### config.mk
export PLATFORM = sky130hd
export DESIGN_NAME = audio_block_level_meter_unit
export DESIGN_NICKNAME = d
export VERILOG_FILES = /design/src/hw/rtl/alm_pkg.sv /design/src/hw/rtl/alm_div.sv /design/src/hw/rtl/audio_block_level_meter_unit.sv
export SDC_FILE = /design/constraint.sdc
export NUM_CORES = 1
export LEC_CHECK = 0
export ABC_AREA = 1
export BUFFER_PORTS_ARGS = -buffer_cell sky130_fd_sc_hd__buf_2
export CAP_MARGIN = 15
export CORE_MARGIN = 4
export CORE_UTILIZATION = 35
export DETAILED_ROUTE_END_ITERATION = 10
export PLACE_DENSITY = 0.52
export SETUP_SLACK_MARGIN = 0.5
export SYNTH_ARGS = -nofsm -noshare
export SYNTH_HDL_FRONTEND = slang
export SYNTH_SLANG_ARGS = --single-unit
### constraint.sdc
create_clock -name i_clk -period 3.85 [get_ports i_clk]
set_input_delay 0.77 -clock i_clk [delete_from_list [all_inputs] [get_ports i_clk]]
set_output_delay 0.77 -clock i_clk [all_outputs]
set_load 0.05 [all_outputs]
### src/hw/rtl/alm_pkg.sv
// Shared types, codes and constants of the audio block level meter.
package alm_pkg;

    // Defaults and fixed codes
    localparam int BLOCK_MAX_DEFAULT = 256;
    localparam logic [15:0] LOW_THR_RESET  = 16'd100;
    localparam logic [15:0] HIGH_THR_RESET = 16'd1000;
    localparam logic [7:0]  CMD_START = 8'h52;  // 'R'
    localparam logic [7:0]  CMD_STOP  = 8'h53;  // 'S'
    localparam logic        CFG_LOW_THR  = 1'b0;
    localparam logic        CFG_HIGH_THR = 1'b1;
    localparam logic        MODE_SAMPLE  = 1'b0;
    localparam logic        MODE_COMMAND = 1'b1;

    localparam logic [2:0] COLOUR_OFF   = 3'd0;
    localparam logic [2:0] COLOUR_DIM   = 3'd1;
    localparam logic [2:0] COLOUR_GREEN = 3'd2;
    localparam logic [2:0] COLOUR_AMBER = 3'd3;
    localparam logic [2:0] COLOUR_RED   = 3'd4;

    typedef enum logic [1:0] {
        KIND_PCM    = 2'd0,
        KIND_REPORT = 2'd1,
        KIND_START  = 2'd2,
        KIND_STOP   = 2'd3
    } t_kind;

    typedef struct packed {
        logic               mode;
        logic signed [31:0] sample_word;
        logic               block_last;
        logic [7:0]         command_byte;
    } t_in_item;

    typedef struct packed {
        t_kind              result_kind;
        logic signed [15:0] pcm_sample;
        logic [15:0]        average_level;
        logic [2:0]         colour_class;
    } t_out_item;

    // Divider status toward the sequencer
    typedef struct packed {
        logic busy;
        logic done;
    } t_div_status;

endpackage

### src/hw/rtl/alm_div.sv
// Restoring divider, one quotient bit per cycle, for the block average.
module alm_div
    import alm_pkg::*;
#(
    parameter int SUM_W = 24,
    parameter int CNT_W = 9
) (
    input  logic             i_clk,
    input  logic             i_rst_n,
    input  logic             i_start,
    input  logic [SUM_W-1:0] i_dividend,
    input  logic [CNT_W-1:0] i_divisor,
    output t_div_status      o_status,
    output logic [15:0]      o_quotient
);

    localparam int STEP_W = $clog2(SUM_W + 1);

    logic [CNT_W-1:0]  r_rem;
    logic [SUM_W-1:0]  r_quo;   // dividend shifts out, quotient shifts in
    logic [CNT_W-1:0]  r_div;
    logic [STEP_W-1:0] r_step;
    logic              r_busy;
    logic              r_done;

    logic [CNT_W:0]    trial;
    logic [CNT_W:0]    diff;
    logic              ge;
    logic [CNT_W-1:0]  n_rem;

    // Shared subtract and compare
    always_comb begin
        trial = {r_rem, r_quo[SUM_W-1]};
        diff  = trial - {1'b0, r_div};
        ge    = trial >= {1'b0, r_div};
        n_rem = ge ? diff[CNT_W-1:0] : trial[CNT_W-1:0];
    end

    always_ff @(posedge i_clk) begin
        if (!i_rst_n) begin
            r_busy <= 1'b0;
            r_done <= 1'b0;
            r_step <= '0;
        end else begin
            r_done <= 1'b0;
            if (i_start) begin
                r_busy <= 1'b1;
                r_step <= '0;
                r_rem  <= '0;
                r_quo  <= i_dividend;
                r_div  <= i_divisor;
            end else if (r_busy) begin
                r_rem  <= n_rem;
                r_quo  <= {r_quo[SUM_W-2:0], ge};
                r_step <= r_step + 1'b1;
                if (r_step == STEP_W'(SUM_W - 1)) begin
                    r_busy <= 1'b0;
                    r_done <= 1'b1;
                end
            end
        end
    end

    assign o_status   = '{busy: r_busy, done: r_done};
    // Average never exceeds 32768, so the low 16 bits hold it
    assign o_quotient = r_quo[15:0];

endmodule

### src/hw/rtl/audio_block_level_meter_unit.sv
// Top level of the audio block level meter: sequencer, accumulator, output register.
//
// Input channel (i_in_valid / o_in_stall / i_in_data) carries either a microphone
// word (mode 0) or a host command byte (mode 1). A transfer happens at a clock edge
// with valid high and stall low. Output channel (o_out_valid / i_out_stall /
// o_out_data) carries PCM samples, level reports and start/stop acknowledges.
// Thresholds are written through i_cfg_we / i_cfg_index / i_cfg_data.
//
// Each result is registered in the pending register and then loaded into the output
// register. A sample that closes a block in monitor mode also runs the restoring
// divider, one quotient bit per cycle over the sum width (24 bits at BLOCK_MAX
// 256), before its report is pending. The input is stalled while an item is in
// work; the next item is taken the cycle after the result is loaded.
//
// Reset (synchronous, active low) selects monitor mode, clears the sum and count
// and loads the default thresholds. While the receiver stalls, the result is held
// in the output register and the next item may still be taken and processed; its
// result waits until the register frees.
module audio_block_level_meter_unit
    import alm_pkg::*;
#(
    parameter int BLOCK_MAX = BLOCK_MAX_DEFAULT
) (
    input  logic        i_clk,
    input  logic        i_rst_n,
    input  logic        i_in_valid,
    output logic        o_in_stall,
    input  t_in_item    i_in_data,
    output logic        o_out_valid,
    input  logic        i_out_stall,
    output t_out_item   o_out_data,
    input  logic        i_cfg_we,
    input  logic        i_cfg_index,
    input  logic [15:0] i_cfg_data
);

    localparam int CNT_W = $clog2(BLOCK_MAX + 1);
    localparam int SUM_W = CNT_W + 15;

    typedef enum logic [1:0] {
        ST_IDLE,
        ST_DIV,
        ST_EMIT
    } t_state;

    t_state           r_state, n_state;
    logic             r_stream, n_stream;
    logic [SUM_W-1:0] r_sum, n_sum;
    logic [CNT_W-1:0] r_cnt, n_cnt;
    logic [15:0]      r_low_thr, r_high_thr;
    t_out_item        r_pend, n_pend;
    t_out_item        r_out, n_out;
    logic             r_out_valid, n_out_valid;

    logic             in_xfer;
    logic             out_free;
    logic [15:0]      pcm;
    logic [15:0]      mag;
    logic [SUM_W-1:0] acc_sum;
    logic [CNT_W-1:0] acc_cnt;
    logic             closes;
    logic             div_start;
    t_div_status      div_stat;
    logic [15:0]      avg;
    logic [2:0]       colour;

    assign in_xfer  = i_in_valid && !o_in_stall;
    assign out_free = !r_out_valid || !i_out_stall;

    // Sample magnitude and accumulator update
    always_comb begin
        pcm     = i_in_data.sample_word[31:16];
        mag     = pcm[15] ? (~pcm + 16'd1) : pcm;
        acc_sum = r_sum + SUM_W'(mag);
        acc_cnt = r_cnt + 1'b1;
        closes  = i_in_data.block_last || (acc_cnt >= CNT_W'(BLOCK_MAX));
    end

    // Colour class of the finished average
    always_comb begin
        priority if (avg > r_low_thr && avg <= r_high_thr) begin
            colour = COLOUR_GREEN;
        end else if (avg > r_high_thr) begin
            colour = COLOUR_AMBER;
        end else if (avg != 16'd0) begin
            colour = COLOUR_DIM;
        end else begin
            colour = COLOUR_OFF;
        end
    end

    // Sequencer
    always_comb begin
        n_state     = r_state;
        n_stream    = r_stream;
        n_sum       = r_sum;
        n_cnt       = r_cnt;
        n_pend      = r_pend;
        n_out       = r_out;
        n_out_valid = r_out_valid && i_out_stall;
        div_start   = 1'b0;
        unique case (r_state)
            ST_IDLE: begin
                if (in_xfer) begin
                    if (i_in_data.mode == MODE_COMMAND) begin
                        if (i_in_data.command_byte == CMD_START) begin
                            n_stream = 1'b1;
                            n_pend   = '{KIND_START, 16'sd0, 16'd0, COLOUR_RED};
                            n_state  = ST_EMIT;
                        end else if (i_in_data.command_byte == CMD_STOP) begin
                            n_stream = 1'b0;
                            n_pend   = '{KIND_STOP, 16'sd0, 16'd0, COLOUR_DIM};
                            n_state  = ST_EMIT;
                        end
                    end else begin
                        n_sum = closes ? '0 : acc_sum;
                        n_cnt = closes ? '0 : acc_cnt;
                        if (r_stream) begin
                            n_pend  = '{KIND_PCM, pcm, 16'd0, COLOUR_OFF};
                            n_state = ST_EMIT;
                        end else if (closes) begin
                            div_start = 1'b1;
                            n_state   = ST_DIV;
                        end
                    end
                end
            end
            ST_DIV: begin
                if (div_stat.done) begin
                    n_pend  = '{KIND_REPORT, 16'sd0, avg, colour};
                    n_state = ST_EMIT;
                end
            end
            ST_EMIT: begin
                if (out_free) begin
                    n_out       = r_pend;
                    n_out_valid = 1'b1;
                    n_state     = ST_IDLE;
                end
            end
            default: n_state = ST_IDLE;
        endcase
    end

    always_ff @(posedge i_clk) begin
        if (!i_rst_n) begin
            r_state     <= ST_IDLE;
            r_stream    <= 1'b0;
            r_sum       <= '0;
            r_cnt       <= '0;
            r_out_valid <= 1'b0;
            r_low_thr   <= LOW_THR_RESET;
            r_high_thr  <= HIGH_THR_RESET;
        end else begin
            r_state     <= n_state;
            r_stream    <= n_stream;
            r_sum       <= n_sum;
            r_cnt       <= n_cnt;
            r_out_valid <= n_out_valid;
            if (i_cfg_we) begin
                unique case (i_cfg_index)
                    CFG_LOW_THR:  r_low_thr  <= i_cfg_data;
                    CFG_HIGH_THR: r_high_thr <= i_cfg_data;
                    default: ;
                endcase
            end
        end
        r_pend <= n_pend;
        r_out  <= n_out;
    end

    alm_div #(
        .SUM_W (SUM_W),
        .CNT_W (CNT_W)
    ) u_div (
        .i_clk      (i_clk),
        .i_rst_n    (i_rst_n),
        .i_start    (div_start),
        .i_dividend (acc_sum),
        .i_divisor  (acc_cnt),
        .o_status   (div_stat),
        .o_quotient (avg)
    );

    assign o_in_stall  = (r_state != ST_IDLE);
    assign o_out_valid = r_out_valid;
    assign o_out_data  = r_out;

`ifndef ASSERT_OFF
    // Count at rest never reaches the block limit
    a_cnt_range: assert property (@(posedge i_clk) disable iff (!i_rst_n)
        r_cnt < CNT_W'(BLOCK_MAX))
        else $error("sample count reached block limit at rest");

    // Divider finishes only while the sequencer waits for it
    a_div_done: assert property (@(posedge i_clk) disable iff (!i_rst_n)
        div_stat.done |-> (r_state == ST_DIV))
        else $error("divider done outside divide state");

    // A report never exceeds full scale
    a_avg_range: assert property (@(posedge i_clk) disable iff (!i_rst_n)
        (o_out_valid && o_out_data.result_kind == KIND_REPORT)
        |-> (o_out_data.average_level <= 16'd32768))
        else $error("average level above full scale");

    // Only PCM results carry a sample
    a_pcm_zero: assert property (@(posedge i_clk) disable iff (!i_rst_n)
        (o_out_valid && o_out_data.result_kind != KIND_PCM)
        |-> (o_out_data.pcm_sample == 16'sd0))
        else $error("non-PCM result carries a sample");
`endif

endmodule

==> results.md <==
* Top cell type's share of synthesized area at roughly a third
* Worst R2R Start: u_div.r_quo[23]
* Final Hold Viols at 0
* Remaining Overflow, GRT at 0
* Synthesis Warnings at 0
* Final min period at around 3.2 ns
* Nets at 1,385
* WS Path Type: input port to flop
* Ys flop type: edfxtp_1
* Syn avg cell area at between 8 and 9 sq um
* Post-route ant nets at 0
* # clock sinks at 192
* WP data required at between 4 and 5 ns
* RSZ-0062 raised after global routing: no
* Area leader, netlist: edfxtp_1
* Via count at 7,632
* Max-cap viol count at 0
* Flops & latches, synth at 192
* CORE AREA at around 28,000 sq um
* Die width at roughly 180 microns
* Pwr Density at between 400 and 500 nW/um^2
* Vias/cell at around 4.6
* Final Wtd Congestion at between 0.8 and 0.9
* Total wire length at 23,100 microns
* Post-Place Setup Slack at ~0.11 ns
* Status: finished, final reports clean
* Boundary pin count at 103
* Initial core utilization at 35.8%
* Max rail drop VDD at between 0.0002 and 0.0003 V
* Hold Crit Start: r_pend[28]
* Clock Latency Late Sink at around 0.43 ns
* Skew final at 0.00909 ns
* Cell Area, Synth at roughly 10,000 sq um
* Num rows at between 60 and 70
* Synth cell count leaders: nand2_1 (286), inv_1 (168), edfxtp_1 (116)
* First-pass GRT wire length at 37,300 microns
* CTS Root Cell: clkbuf_16
* Total CTS buffers at 17
* # DRC at 0
* Number of DRC markers in iteration 0 at between 300 and 400
* Setup TNS at 0 ns
* Worst Tran Pin Value at ~0.84 ns
* P_leak at 5.03 nW
* Sequential area share after synthesis at between 40% and 50%
* Max Fclk at 311 MHz
* Count of input and output buffers at 86
* Synth area leaders: edfxtp_1 (35%), dfxtp_1 (15%), nand2_1 (11%), ha_1 (7.7%), inv_1 (6.3%)
* Synth Net Count at between 1,000 and 1,500
* Vias in the first global route at between 7,000 and 8,000
* Final setup vio count at 0
* Number of distinct library cells after synthesis at between 40 and 50
* Clock Tree Buf Depth at 2
* CP Max Fanout at 4
* CP endpoint kind: flop
* DR pass1 iterations at 5
* Rel. slew slack at 43.9%
* Post-DR wirelength/cell at approximately 14 microns
* Post-route clock period utilization at a little over four fifths
* Most numerous cell in the Yosys netlist: nand2_1
* Hold_buf cts at 0
* Total GRT Usage at between 10% and 20%
* Pins Over Slew Limit at 0
* Area Growth Syn to Fin at 15.4%
* CTS tree: done
* Post-Synthesis Cells at ~1,200
* Post-synth EDFFs at around 120
* Asr flop ratio synth at 0%
* HP Class: flop to flop
* Worst EP arrival at 3.39 ns
* Initial antenna violation count at 0
* DIE AREA at 31,500 sq um
* Largest net degree at the start of global routing at 43
* Layout cells sized above 1 at between 10% and 20%
* Post-DP HPWL at roughly 17,000 microns
* Die Y-Extent at 177 microns
* Diodes inserted at 0
* Worst-path clk slew at roughly 0.08 ns
* Startpoint Class: input port
* Crit path launch: i_in_data[25]
* PnR worst setup slack at around 0.64 ns
* Htree depth at 4
==> timing repair <==
action / CTS / global route
endpoints found under the setup margin: 0 / 25
resized for setup: 0 / 23
setup buffers: 0 / 3
endpoints found under the hold margin: 0 / 0
==> state kept, by name, indices dropped and copies added, names as in the netlist, 5 cells and up <==
name	cells
u_div.r_step	5
r_cnt	9
r_sum	24
u_div.r_div	9
u_div.r_rem	9
r_pend	37
r_low_thr	16
u_div.r_quo	24
r_high_thr	16
o_out_data	37
==> cell usage in the layout (no fill, tap or decap), types with 6 or more instances in the layout <==
master | netlist | routed
nand2_1 | 286 | 282
clkbuf_16 | 0 | 17
nor4_1 | 9 | 9
nand2_2 | 3 | 7
dfxtp_1 | 76 | 76
nor2_1 | 103 | 95
ha_1 | 62 | 60
o21ai_0 | 56 | 55
nor2_2 | 1 | 7
buf_2 | 2 | 86
nand3_1 | 40 | 39
nand4_1 | 13 | 13
edfxtp_1 | 116 | 116
xor2_1 | 32 | 30
o211ai_1 | 10 | 10
inv_1 | 168 | 166
nor3_1 | 7 | 6
nand3b_1 | 6 | 6
buf_4 | 2 | 15
a21oi_1 | 91 | 89
a21oi_2 | 8 | 10
inv_2 | 4 | 6
nand3_2 | 10 | 11
==> final cells by class <==
| cell class | count | area, sq um |
|---|---|---|
| fill | 2924 | 16500 |
| sequential | 192 | 5000 |
| multi-input combinational | 770 | 4310 |
| inverter | 174 | 656 |
| timing repair buffer | 102 | 563 |
| tap | 378 | 473 |
| clock buffer | 17 | 425 |
| clock inverter | 15 | 168 |
==> routing by layer <==
metal / routed length, microns / track usage [%] / vias to the layer above
met1: 11300 / 20.7 / 3529
met2: 10900 / 24.2 / 93
met5: 0 / 0 / -
li1: - / - / 3999
met3: 699 / 2.58 / 11
met4: 204 / 3.51 / 0
==> cell families after synthesis <==
logic type,after synthesis,synth area share [%]
AO/OA/AOI/OAI,180,9.73
buffers and inverters,203,8.27
AND/OR/NAND/NOR,488,20.7
XOR/XNOR,37,3.23
flip-flops,192,49.8
multiplexers,1,0.0996
adder cells (fa/ha/maj),64,8.12
==> worst max-delay path: stages <==
cell	delay, ns
buf_2	0.13
inv_2	0.08
ha_2	0.20
nand4_1	0.16
o31ai_2	0.24
buf_4	0.17
nand2_1	0.10
xor2_1	0.17
ha_1	0.36
buf_4	0.15
nand2_1	0.05
nand2_1	0.08
a21oi_1	0.18
nand2_1	0.13
inv_1	0.09
nand3b_1	0.11
nand3_1	0.15
o21ai_1	0.08
==> worst paths after layout <==
kind                                   endpoint  slack (ns)  cells after the start
worst max register to register   u_div.r_rem[8]        1.32                     11
worst max-delay path            u_div.r_quo[13]        0.64                     18
worst min-delay path             o_out_data[28]        0.42                      0
worst min register to register   o_out_data[28]        0.42                      0
==> power breakdown <==
part | leakage [nW] | switching, mW | internal (mW)
clock | 0.279 | 0.900 | 0.877
combinational | 3.05 | 0.445 | 0.201
sequential | 1.70 | 0.0378 | 2.29
total | 5.03 | 1.38 | 3.37
==> per-stage QoR <==
stage	instance area, sq um	util, %	total power, mW	hold WS [ns]	cells
2_1_floorplan	10000	-	2.81	0.400	1165
3_3_place_gp	10900	38.8	3.00	0.401	1613
3_5_place_dp	10900	38.8	3.01	0.405	1613
4_1_cts	11500	40.9	4.79	0.422	1645
5_1_grt	11600	41.3	4.97	0.426	1648
6_report	11600	41.3	4.75	0.419	1648
Power figures use the tool's default switching activity.
